--- src/hw/rtl/tpsq_pkg.sv ---
// Shared types and constants for the touch point sample qualifier
package tpsq_pkg;

    // adc sample width and largest reading
    localparam int ADC_W   = 12;
    localparam int ADC_MAX = 4095;

    // packed stream payload widths
    localparam int DATA_W  = 24;
    localparam int S_USER_W = 1;
    localparam int M_USER_W = 2;

    // stability limit after reset, in adc counts
    localparam int LIMIT_RST = 50;

    // request kinds on the input stream
    typedef enum logic [S_USER_W-1:0] {
        OP_SAMPLE = 1'b0,
        OP_CLEAR  = 1'b1
    } t_op;

    // result status codes
    typedef enum logic [M_USER_W-1:0] {
        ST_COLLECT  = 2'd0,
        ST_ACCEPT   = 2'd1,
        ST_UNSTABLE = 2'd2,
        ST_IGNORED  = 2'd3
    } t_status;

endpackage

--- src/hw/rtl/touch_point_sample_qualifier.sv ---
// Touch point sample qualifier: running sums, spread test and rounded means
// Requests pass through the input stage, the processing stage and the result register.
// Throughput: one request per cycle while the result side accepts; the running sums and
// the incremental spread term update through one sum-by-sample multiplier per axis.
// Reset (synchronous, active low) clears the count, sums, pipeline valids and
// sets the stability limit to 50; no clearing pass is needed.
module touch_point_sample_qualifier #(
    parameter int SAMPLES = 16
) (
    input  logic                           i_clk,
    input  logic                           i_rst_n,
    // configuration: stability_limit
    input  logic                           i_cfg_we,
    input  logic [tpsq_pkg::ADC_W-1:0]     i_cfg_wdata,
    // input requests
    input  logic                           s_axis_tvalid,
    output logic                           s_axis_tready,
    // tdata: adc_x [11:0], adc_y [23:12]
    input  logic [tpsq_pkg::DATA_W-1:0]    s_axis_tdata,
    // tuser: op [0]
    input  logic [tpsq_pkg::S_USER_W-1:0]  s_axis_tuser,
    // results
    output logic                           m_axis_tvalid,
    input  logic                           m_axis_tready,
    // tdata: mean_x [11:0], mean_y [23:12]
    output logic [tpsq_pkg::DATA_W-1:0]    m_axis_tdata,
    // tuser: status [1:0]
    output logic [tpsq_pkg::M_USER_W-1:0]  m_axis_tuser
);
    import tpsq_pkg::*;

    // widths that follow from the sample count
    localparam int CW = (SAMPLES > 2) ? $clog2(SAMPLES) : 1;
    localparam int SW = $clog2(SAMPLES * ADC_MAX + 1);
    localparam logic [63:0] D_MAX =
        64'(SAMPLES) * 64'(SAMPLES) * 64'(ADC_MAX * ADC_MAX);
    localparam int DW = $clog2(D_MAX + 64'd1);
    localparam int NN1 = SAMPLES * (SAMPLES - 1);
    localparam logic [63:0] B_MAX = 64'(ADC_MAX * ADC_MAX) * 64'(NN1);
    localparam int BW = $clog2(B_MAX + 64'd1);
    localparam logic [BW-1:0] BOUND_RST = BW'(LIMIT_RST * LIMIT_RST * NN1);
    localparam logic [CW-1:0] LAST_CNT = CW'(SAMPLES - 1);

    // rounded mean as floor((2*sum + N) / (2*N)) by reciprocal multiply
    localparam int VW = $clog2(SAMPLES * (2 * ADC_MAX + 1) + 1);
    localparam int DIV = 2 * SAMPLES;
    localparam int SH = VW + $clog2(DIV);
    localparam logic [63:0] RECIP = ((64'd1 << SH) + 64'(DIV) - 64'd1) / 64'(DIV);
    localparam int MW = $clog2(RECIP + 64'd1);
    localparam int PW = VW + MW;

    // handshake and stage flow
    logic r_a_valid, r_b_valid, r_o_valid;
    logic w_o_free, w_b_free, w_a_free, w_b_mv, w_a_mv, w_in_acc;

    assign w_o_free = !r_o_valid || m_axis_tready;
    assign w_b_free = !r_b_valid || w_o_free;
    assign w_b_mv   = r_b_valid && w_o_free;
    assign w_a_free = !r_a_valid || w_b_free;
    assign w_a_mv   = r_a_valid && w_b_free;
    assign w_in_acc = s_axis_tvalid && w_a_free;
    assign s_axis_tready = w_a_free;

    // stability bound register: limit^2 * N * (N-1)
    logic [BW-1:0]      r_bound;
    logic [2*ADC_W-1:0] w_lim_sq;

    assign w_lim_sq = i_cfg_wdata * i_cfg_wdata;

    always_ff @(posedge i_clk) begin
        if (!i_rst_n) begin
            r_bound <= BOUND_RST;
        end else if (i_cfg_we) begin
            r_bound <= BW'(w_lim_sq * NN1);
        end
    end

    // input stage: sample squares scaled by N-1
    t_op                r_a_op;
    logic [ADC_W-1:0]   r_a_x, r_a_y;
    logic [DW-1:0]      r_a_qx, r_a_qy;
    logic [ADC_W-1:0]   w_in_x, w_in_y;
    logic [2*ADC_W-1:0] w_sq_x, w_sq_y;

    assign w_in_x = s_axis_tdata[ADC_W-1:0];
    assign w_in_y = s_axis_tdata[2*ADC_W-1:ADC_W];
    assign w_sq_x = w_in_x * w_in_x;
    assign w_sq_y = w_in_y * w_in_y;

    always_ff @(posedge i_clk) begin
        if (!i_rst_n) begin
            r_a_valid <= 1'b0;
        end else if (w_a_free) begin
            r_a_valid <= s_axis_tvalid;
        end
        if (w_in_acc) begin
            r_a_op <= t_op'(s_axis_tuser[0]);
            r_a_x  <= w_in_x;
            r_a_y  <= w_in_y;
            r_a_qx <= DW'(w_sq_x * (SAMPLES - 1));
            r_a_qy <= DW'(w_sq_y * (SAMPLES - 1));
        end
    end

    // accumulator state; spread term d = N*sumsq - sum^2 kept incrementally
    logic [CW-1:0] r_cnt, n_cnt;
    logic          r_done, n_done;
    logic [SW-1:0] r_sum_x, r_sum_y, n_sum_x, n_sum_y;
    logic [DW-1:0] r_d_x, r_d_y, n_d_x, n_d_y;

    // processing stage registers
    logic          r_b_final;
    t_status       r_b_status;
    logic [SW-1:0] r_b_sx, r_b_sy;
    logic [DW-1:0] r_b_dx, r_b_dy;

    logic             w_b_stable, w_done_eff, w_final;
    logic [SW+ADC_W-1:0] w_prod_x, w_prod_y;
    logic [DW-1:0]    w_dn_x, w_dn_y;
    logic [SW-1:0]    w_sn_x, w_sn_y;
    t_status          n_b_status;

    // verdict of a completed point waiting in the processing stage
    assign w_b_stable = !(r_b_dx > DW'(r_bound)) && !(r_b_dy > DW'(r_bound));
    assign w_done_eff = r_done || (r_b_valid && r_b_final && w_b_stable);

    // d grows by (N-1)*x^2 - 2*sum*x for each sample
    assign w_prod_x = r_sum_x * r_a_x;
    assign w_prod_y = r_sum_y * r_a_y;
    assign w_dn_x = r_d_x + r_a_qx - DW'({w_prod_x, 1'b0});
    assign w_dn_y = r_d_y + r_a_qy - DW'({w_prod_y, 1'b0});
    assign w_sn_x = r_sum_x + SW'(r_a_x);
    assign w_sn_y = r_sum_y + SW'(r_a_y);
    assign w_final = (r_cnt == LAST_CNT);

    // next state for an item leaving the input stage or a point leaving the processing stage
    always_comb begin
        n_cnt      = r_cnt;
        n_sum_x    = r_sum_x;
        n_sum_y    = r_sum_y;
        n_d_x      = r_d_x;
        n_d_y      = r_d_y;
        n_done     = r_done;
        n_b_status = ST_COLLECT;
        if (w_b_mv && r_b_final) begin
            n_done = w_b_stable;
        end
        if (w_a_mv) begin
            case (r_a_op)
                OP_CLEAR: begin
                    n_cnt   = '0;
                    n_sum_x = '0;
                    n_sum_y = '0;
                    n_d_x   = '0;
                    n_d_y   = '0;
                    n_done  = 1'b0;
                end
                OP_SAMPLE: begin
                    if (w_done_eff) begin
                        n_b_status = ST_IGNORED;
                    end else if (w_final) begin
                        // point resolves downstream, sums restart either way
                        n_cnt   = '0;
                        n_sum_x = '0;
                        n_sum_y = '0;
                        n_d_x   = '0;
                        n_d_y   = '0;
                    end else begin
                        n_cnt   = CW'(r_cnt + 1'b1);
                        n_sum_x = w_sn_x;
                        n_sum_y = w_sn_y;
                        n_d_x   = w_dn_x;
                        n_d_y   = w_dn_y;
                    end
                end
                default: begin
                    n_b_status = ST_COLLECT;
                end
            endcase
        end
    end

    always_ff @(posedge i_clk) begin
        if (!i_rst_n) begin
            r_cnt     <= '0;
            r_done    <= 1'b0;
            r_sum_x   <= '0;
            r_sum_y   <= '0;
            r_d_x     <= '0;
            r_d_y     <= '0;
            r_b_valid <= 1'b0;
        end else begin
            r_cnt   <= n_cnt;
            r_done  <= n_done;
            r_sum_x <= n_sum_x;
            r_sum_y <= n_sum_y;
            r_d_x   <= n_d_x;
            r_d_y   <= n_d_y;
            if (w_b_free) begin
                r_b_valid <= r_a_valid;
            end
        end
        if (w_a_mv) begin
            r_b_status <= n_b_status;
            r_b_final  <= (r_a_op == OP_SAMPLE) && !w_done_eff && w_final;
            r_b_sx     <= w_sn_x;
            r_b_sy     <= w_sn_y;
            r_b_dx     <= w_dn_x;
            r_b_dy     <= w_dn_y;
        end
    end

    // rounded means of a completed point
    logic [VW-1:0]    w_vx, w_vy;
    logic [PW-1:0]    w_px, w_py;
    logic [ADC_W-1:0] w_mean_x, w_mean_y;

    assign w_vx = VW'({r_b_sx, 1'b0}) + VW'(SAMPLES);
    assign w_vy = VW'({r_b_sy, 1'b0}) + VW'(SAMPLES);
    assign w_px = w_vx * RECIP[MW-1:0];
    assign w_py = w_vy * RECIP[MW-1:0];
    assign w_mean_x = ADC_W'(w_px >> SH);
    assign w_mean_y = ADC_W'(w_py >> SH);

    // result register
    t_status          r_o_status;
    logic [ADC_W-1:0] r_o_mx, r_o_my;

    always_ff @(posedge i_clk) begin
        if (!i_rst_n) begin
            r_o_valid <= 1'b0;
        end else if (w_o_free) begin
            r_o_valid <= r_b_valid;
        end
        if (w_b_mv) begin
            if (r_b_final && w_b_stable) begin
                r_o_status <= ST_ACCEPT;
                r_o_mx     <= w_mean_x;
                r_o_my     <= w_mean_y;
            end else begin
                r_o_status <= r_b_final ? ST_UNSTABLE : r_b_status;
                r_o_mx     <= '0;
                r_o_my     <= '0;
            end
        end
    end

    assign m_axis_tvalid = r_o_valid;
    assign m_axis_tdata  = {r_o_my, r_o_mx};
    assign m_axis_tuser  = r_o_status;

endmodule

--- config.mk ---
export PLATFORM = sky130hd
export DESIGN_NAME = touch_point_sample_qualifier
export DESIGN_NICKNAME = d
export VERILOG_FILES = /design/src/hw/rtl/tpsq_pkg.sv /design/src/hw/rtl/touch_point_sample_qualifier.sv
export SDC_FILE = /design/constraint.sdc
export NUM_CORES = 2
export LEC_CHECK = 0
export ABC_AREA = 1
export BUFFER_PORTS_ARGS = -buffer_cell sky130_fd_sc_hd__buf_2
export CORE_MARGIN = 10
export CORE_UTILIZATION = 40
export DETAILED_ROUTE_END_ITERATION = 10
export GPL_TIMING_DRIVEN = 0
export HOLD_SLACK_MARGIN = 0.05
export PLACE_DENSITY_LB_ADDON = 0.2
export SETUP_SLACK_MARGIN = 0.2
export SKIP_LAST_GASP = 1
export SLEW_MARGIN = 30
export SYNTH_ARGS = -nofsm -noshare
export SYNTH_HDL_FRONTEND = slang
export SYNTH_SLANG_ARGS = --single-unit
--- constraint.sdc ---
create_clock -name i_clk -period 11.8 [get_ports i_clk]
set_input_delay 1.77 -clock i_clk [delete_from_list [all_inputs] [get_ports i_clk]]
set_output_delay 1.77 -clock i_clk [all_outputs]
set_load 0.02 [all_outputs]
# --- Yosys cells after proc, flatten, opt, wreduce, memory -nomap -nowiden ---
# Cells that the tools add are included.
word_totals:
  ff_bits: 338
  latchBits: 0
  ramBits: 0
  mem_bits_ro: 0
  input_bits: 42
  out_inout_bits: 28
  wordCells: 87
  mem_count: 0
op_classes:
  addsub: 9
  n_mul: 8
  n_div: 0
  magnitude_cmp: 2
  n_eq_ne: 2
  shifts: 0
  muxes: 20
  bitwise: 1
  reduce_logical: 21
ops:
  columns: ["operator", "n"]
  rows:
  - ["$mux W32", 4]
  - ["$pmux W32 S2", 2]
  - ["$mul A24 B4 Y28 const B", 3]
  - ["$mul A12 B12 Y24", 3]
  - ["$add A32 B28 Y32", 2]
  - ["$gt A32 B32 Y1", 2]
  - ["$mux W16", 4]
  - ["$pmux W16 S2", 2]
  - ["$sub A32 B29 Y32", 2]
  - ["$mul A16 B12 Y28", 2]
  - ["$add A17 B5 Y17 const B", 2]
  - ["$add A16 B12 Y16", 2]
  - ["$logic_and A1 B1 Y1", 10]
  - ["$mux W4", 2]
  - ["$pmux W4 S2", 1]
  - ["$logic_not A1 Y1", 6]
  - ["$add A4 B1 Y4 const B", 1]
  - ["$eq A4 B4 Y1 const B", 1]
  - ["$logic_or A1 B1 Y1", 4]
  - ["$mux W2", 2]
  - ["$mux W1", 3]
  - ["$ne A2 B2 Y1 const B", 1]
  - ["$reduce_and A2 Y1", 1]
  - ["$not A1 Y1", 1]

# --- Depth between registers and ports, before layout ---
depth:
  ltp_word: 8
  mapped_depth: 39
  mapped_depth_nobuf: 38

# --- Least setup slack after synthesis ---
# Ideal clock, no wire load.
synth_path:
  path_kind: "input port to flip-flop"
  startpoint: "input s_axis_tdata[16] (netlist name)"
  endpoint: "register r_a_qy[27], data pin"
  arrival_time_ns: 8.522
  slack_ns: 3.021
  cell_stages: 29
  path_cell_list: "clkbuf_1 -> nand2_1 -> fa_1 -> inv_1 -> fa_1 -> inv_1 -> fa_1 -> fa_1 -> fa_1 -> inv_1 -> ha_1 -> nand2_1 -> o21ai_0 -> a21oi_1 -> o21ai_0 -> xor2_1 -> inv_1 -> fa_1 -> fa_1 -> inv_1 -> ha_1 -> a21oi_1 -> o21a_1 -> inv_1 -> a21oi_1 -> a21boi_1 -> nand3b_1 -> nand2_1 -> xor2_1"
synth_between:
  elab_chain_cells: 2
synth_lines:
  columns: ["element", "line", "text"]
  rows:
  - ["start, declared", "touch_point_sample_qualifier.sv:19", "input logic [tpsq_pkg::DATA_W-1:0] s_axis_tdata,"]
  - ["$mul A12 B12 Y24", "touch_point_sample_qualifier.sv:88", "assign w_sq_y = w_in_y * w_in_y;"]
  - ["$mul A24 B4 Y28", "touch_point_sample_qualifier.sv:101", "r_a_qy <= DW'(w_sq_y * (SAMPLES - 1));"]
  - ["end signal, assigned", "touch_point_sample_qualifier.sv:101", null]
  - ["end, declared", "touch_point_sample_qualifier.sv:81", "logic [DW-1:0] r_a_qx, r_a_qy;"]
# Every way passes these cells.
# A chain may end at the register's enable or synchronous reset.

# --- Worst setup path after layout ---
# Ends and elaborated chain as after synthesis.

==> impl_metrics.prom <==
# TYPE chip_impl_metric gauge
chip_impl_metric{name="floorplan.die.width",unit="µm"} 377
chip_impl_metric{name="wl_per_cell",unit="µm"} 16.8
chip_impl_metric{name="cts_hold_buf",unit=""} 0
chip_impl_metric{name="period_share",unit="%"} 79.7
chip_impl_metric{name="synthesized_area",unit="µm²"} 51000
chip_impl_metric{name="worst_slew_pin_slew",unit="ns"} 0.971
chip_impl_info{name="cts_tree",value="done"} 1
chip_impl_metric{name="vias_per_cell",unit=""} 4.95
chip_impl_metric{name="holdPathStages",unit=""} 2
chip_impl_metric{name="port_buffers",unit=""} 68
chip_impl_metric{name="initial_antenna_violation_count",unit=""} 1
chip_impl_info{name="critPathLaunchType",value="input port"} 1
chip_impl_info{name="timing.critical_path.to_type",value="register"} 1
chip_impl_metric{name="global_route.overflow_total",unit=""} 0
chip_impl_metric{name="reg2regPathDepth",unit=""} 32
chip_impl_metric{name="postRouteAntennaNets",unit=""} 0
chip_impl_metric{name="floorplan.core_area",unit="µm²"} 126000
chip_impl_metric{name="clock_tree.htree_level_count",unit=""} 2
chip_impl_metric{name="slew-limit-headroom",unit="%"} 35.2
chip_impl_metric{name="design.portCount",unit=""} 70
chip_impl_info{name="yosys_most_used_dff",value="edfxtp_1"} 1
chip_impl_metric{name="vias",unit=""} 40463
chip_impl_metric{name="area_overhead_of_the_layout_relative_to_synthesis",unit="%"} 8.03
chip_impl_metric{name="layout.nets",unit=""} 7772
chip_impl_info{name="crit_slowest_cell",value="fa_1"} 1
chip_impl_metric{name="routability_driven_placement_congestion_ratio",unit=""} 0.926
chip_impl_metric{name="route.detailed.drc",unit=""} 0
chip_impl_metric{name="post-dp-hpwl",unit="µm"} 117000
chip_impl_metric{name="vias_in_the_first_global_route",unit=""} 41074
chip_impl_metric{name="dieHeight",unit="µm"} 377
chip_impl_metric{name="final_layout_setup_total_negative_slack",unit="ns"} 0
chip_impl_metric{name="async_flop_share",unit="%"} 0
chip_impl_metric{name="timing.critical_path.arrival",unit="ns"} 9.76
chip_impl_metric{name="worst_clock_skew",unit="ns"} 0.0341
chip_impl_metric{name="diodes",unit=""} 0
chip_impl_metric{name="pin_count_of_the_biggest_net_entering_global_routing",unit=""} 65
chip_impl_metric{name="synth-edff-count",unit=""} 195
chip_impl_metric{name="synth_area_per_cell",unit="µm²"} 8.00
chip_impl_metric{name="cts_repair_resized_insts",unit=""} 0
chip_impl_metric{name="cts.sink_count",unit=""} 326
chip_impl_metric{name="cp_slowest_stage_delay",unit="ns"} 0.55
chip_impl_info{name="synth_top_area_cell",value="fa_1"} 1
chip_impl_metric{name="drive_gt1_share",unit="%"} 4.57
chip_impl_info{name="worst_hold_startpoint",value="r_bound[22]"} 1
chip_impl_info{name="min-delay-path-class",value="register to register"} 1
chip_impl_info{name="critPathMostFrequentCell",value="fa_1"} 1
chip_impl_metric{name="global_route_wire_length_before_repair",unit="µm"} 223000
chip_impl_metric{name="worst-r2r-setup-slack",unit="ns"} 3.41
chip_impl_metric{name="yosys_warnings",unit=""} 0
chip_impl_metric{name="die_area",unit="µm²"} 142000
chip_impl_info{name="r2r_end",value="r_d_x[26]"} 1
chip_impl_metric{name="detail_route.iter0.violations",unit=""} 2349
chip_impl_metric{name="clk_path_buf_depth",unit=""} 3
chip_impl_metric{name="num_rows",unit=""} 130
chip_impl_info{name="worst-setup-path-type",value="input port to register"} 1
chip_impl_metric{name="fin_crit",unit="ns"} 9.40
chip_impl_info{name="status",value="completed"} 1
chip_impl_metric{name="hold_ws",unit="ns"} 0.490
chip_impl_metric{name="maxCapViolCount",unit=""} 0
chip_impl_info{name="synth_area_leaders",value="fa_1 27%, ha_1 13%, edfxtp_1 11%"} 1
chip_impl_metric{name="yosysUniqueCellTypes",unit=""} 49
chip_impl_metric{name="total_wire_length",unit="µm"} 137000
chip_impl_metric{name="timing.fmax",unit="MHz"} 106
chip_impl_metric{name="clock_latency",unit="ns"} 0.62
chip_impl_metric{name="drt_pass1_iterations",unit=""} 5
chip_impl_info{name="worst_hold_path.endpoint",value="r_bound[22]"} 1
chip_impl_metric{name="yosysSeqAreaShare",unit="%"} 16.6
chip_impl_info{name="rsz0062_at_grt",value="no"} 1
chip_impl_metric{name="cp_data_required_time",unit="ns"} 12.15
chip_impl_info{name="cts_root_buffer",value="clkbuf_16"} 1
chip_impl_metric{name="initial_core_utilization",unit="%"} 40.4
chip_impl_metric{name="tritoncts.num_buffers",unit=""} 44
chip_impl_metric{name="synth_register_bits",unit=""} 326
chip_impl_metric{name="final_max_slew_viol_count",unit=""} 0
chip_impl_metric{name="post-synth-top-area-fraction",unit="%"} 27.4
chip_impl_metric{name="cts.repair_timing.setup_buffer_count",unit=""} 0
chip_impl_metric{name="syn-instance-count",unit=""} 6368
chip_impl_metric{name="critical_path.max_fanout",unit=""} 10
chip_impl_metric{name="clk_transition_reported_paths",unit="ns"} 0.06
chip_impl_metric{name="setup_violations",unit=""} 0
chip_impl_info{name="worstReg2RegStart",value="r_a_x[6]"} 1
chip_impl_metric{name="total_global_routing_track_utilization",unit="%"} 19.6
chip_impl_metric{name="finalHoldViolCount",unit=""} 0
-- worst max-delay path by stage --
stage                  end             start  cells past startpoint  slack (ns)
3_5_place_dp   r_bound[30]    i_cfg_wdata[5]                     32        1.78
2_1_floorplan   r_a_qy[27]  s_axis_tdata[16]                     29        3.02
5_1_grt         r_a_qy[23]  s_axis_tdata[18]                     31        1.84
4_1_cts        r_bound[30]    i_cfg_wdata[5]                     32        2.43
6_report        r_a_qy[27]  s_axis_tdata[16]                     30        2.40
3_3_place_gp    r_a_qy[27]  s_axis_tdata[18]                     30        1.83
-- sequential cells by signal, summed over array words and instances, names as in the netlist, 13 cells and up --
name and cells:
r_a_qx 26, r_b_dx 32, r_sum_x 16, r_bound 27, r_a_qy 26, r_b_dy 32
r_sum_y 16, r_d_y 32, r_b_sy 13, r_d_x 32, r_b_sx 13
-- placed cells by master, fill, tap and decap left out, types with 16 or more instances in the layout --
cell type,Yosys,routed
inv_1,1446,1445
nand2_1,1398,1398
fa_1,698,698
ha_1,541,541
a21oi_1,403,403
nor2_1,385,384
edfxtp_1,195,195
nand3_1,192,191
xor2_1,165,165
o21ai_0,146,146
clkbuf_1,131,133
dfxtp_1,131,131
buf_2,21,89
nand3_2,81,82
xnor2_1,78,78
nor3_1,52,52
clkbuf_16,0,47
nand4_1,36,36
and2_1,35,35
a21o_1,26,26
o211ai_1,24,24
a31oi_1,22,22
o21bai_1,19,19
o21ai_1,17,17
o21a_1,16,16
-- cells by family (layout without fill, tap and decap cells) --
| family | after synthesis | in the layout | synth area share [%] |
|---|---|---|---|
| AND/OR/NAND/NOR | 2232 | 2232 | 18.7 |
| AO/OA/AOI/OAI | 704 | 704 | 7.58 |
| adder cells (fa/ha/maj) | 1239 | 1239 | 40.7 |
| flip-flops | 326 | 326 | 16.6 |
| XOR/XNOR | 243 | 243 | 4.18 |
| buffers and inverters | 1623 | 1777 | 12.2 |
| other | 1 | 6 | 0.00736 |
-- metrics by stage --
step,util (%),cells,area (µm²),setup WS (ns)
floorplan,-,6373,51000,3.02
global placement,42.4,8091,53400,1.83
detailed placement,42.5,8095,53500,1.78
CTS,43.7,8177,55100,2.43
global route,43.7,8177,55100,1.84
finish,43.7,8177,55100,2.40
-- worst max-delay path, delay by kind of cell --
family,cells,cell delay (ns)
fa+ha+maj,9,4.26
simple gates,4,0.58
xor+xnor,2,0.62
buf+inv,8,1.06
compound gates,7,1.45
-- Yosys cell counts, types with 12 or more instances --
cell,n
nor2_1,385
a21oi_1,403
dfxtp_1,131
buf_2,21
o21ai_0,146
o211ai_1,24
ha_1,541
a21o_1,26
nor3_1,52
a31oi_1,22
nand2_1,1398
edfxtp_1,195
nand3_1,192
inv_1,1446
o21bai_1,19
clkbuf_1,131
nand4_1,36
xor2_1,165
xnor2_1,78
buf_6,12
nand3_2,81
and2_1,35
nand3b_1,13
or2_2,13
o21a_1,16
o21ai_1,17
fa_1,698
-- layer usage --
metal	track usage, %	share of wire [%]	up-vias
met5	0	0	-
met3	2.76	4.9	154
met4	4.06	2.0	0
met2	31.6	45	830
met1	27.8	48	19619
li1	-	-	19860
-- final cells by class --
type | instances | area [µm²]
multi-input combinational | 4424 | 36300
timing repair buffer | 72 | 443
fill | 12690 | 71000
sequential | 326 | 8480
clock buffer | 56 | 1230
clock inverter | 26 | 308
inverter | 1451 | 5450
buffer | 172 | 778
tap | 1650 | 2060
Power is left out: the tool's default activity adds up to more than one toggle a clock period on the data nets, which glitch-free logic cannot reach.
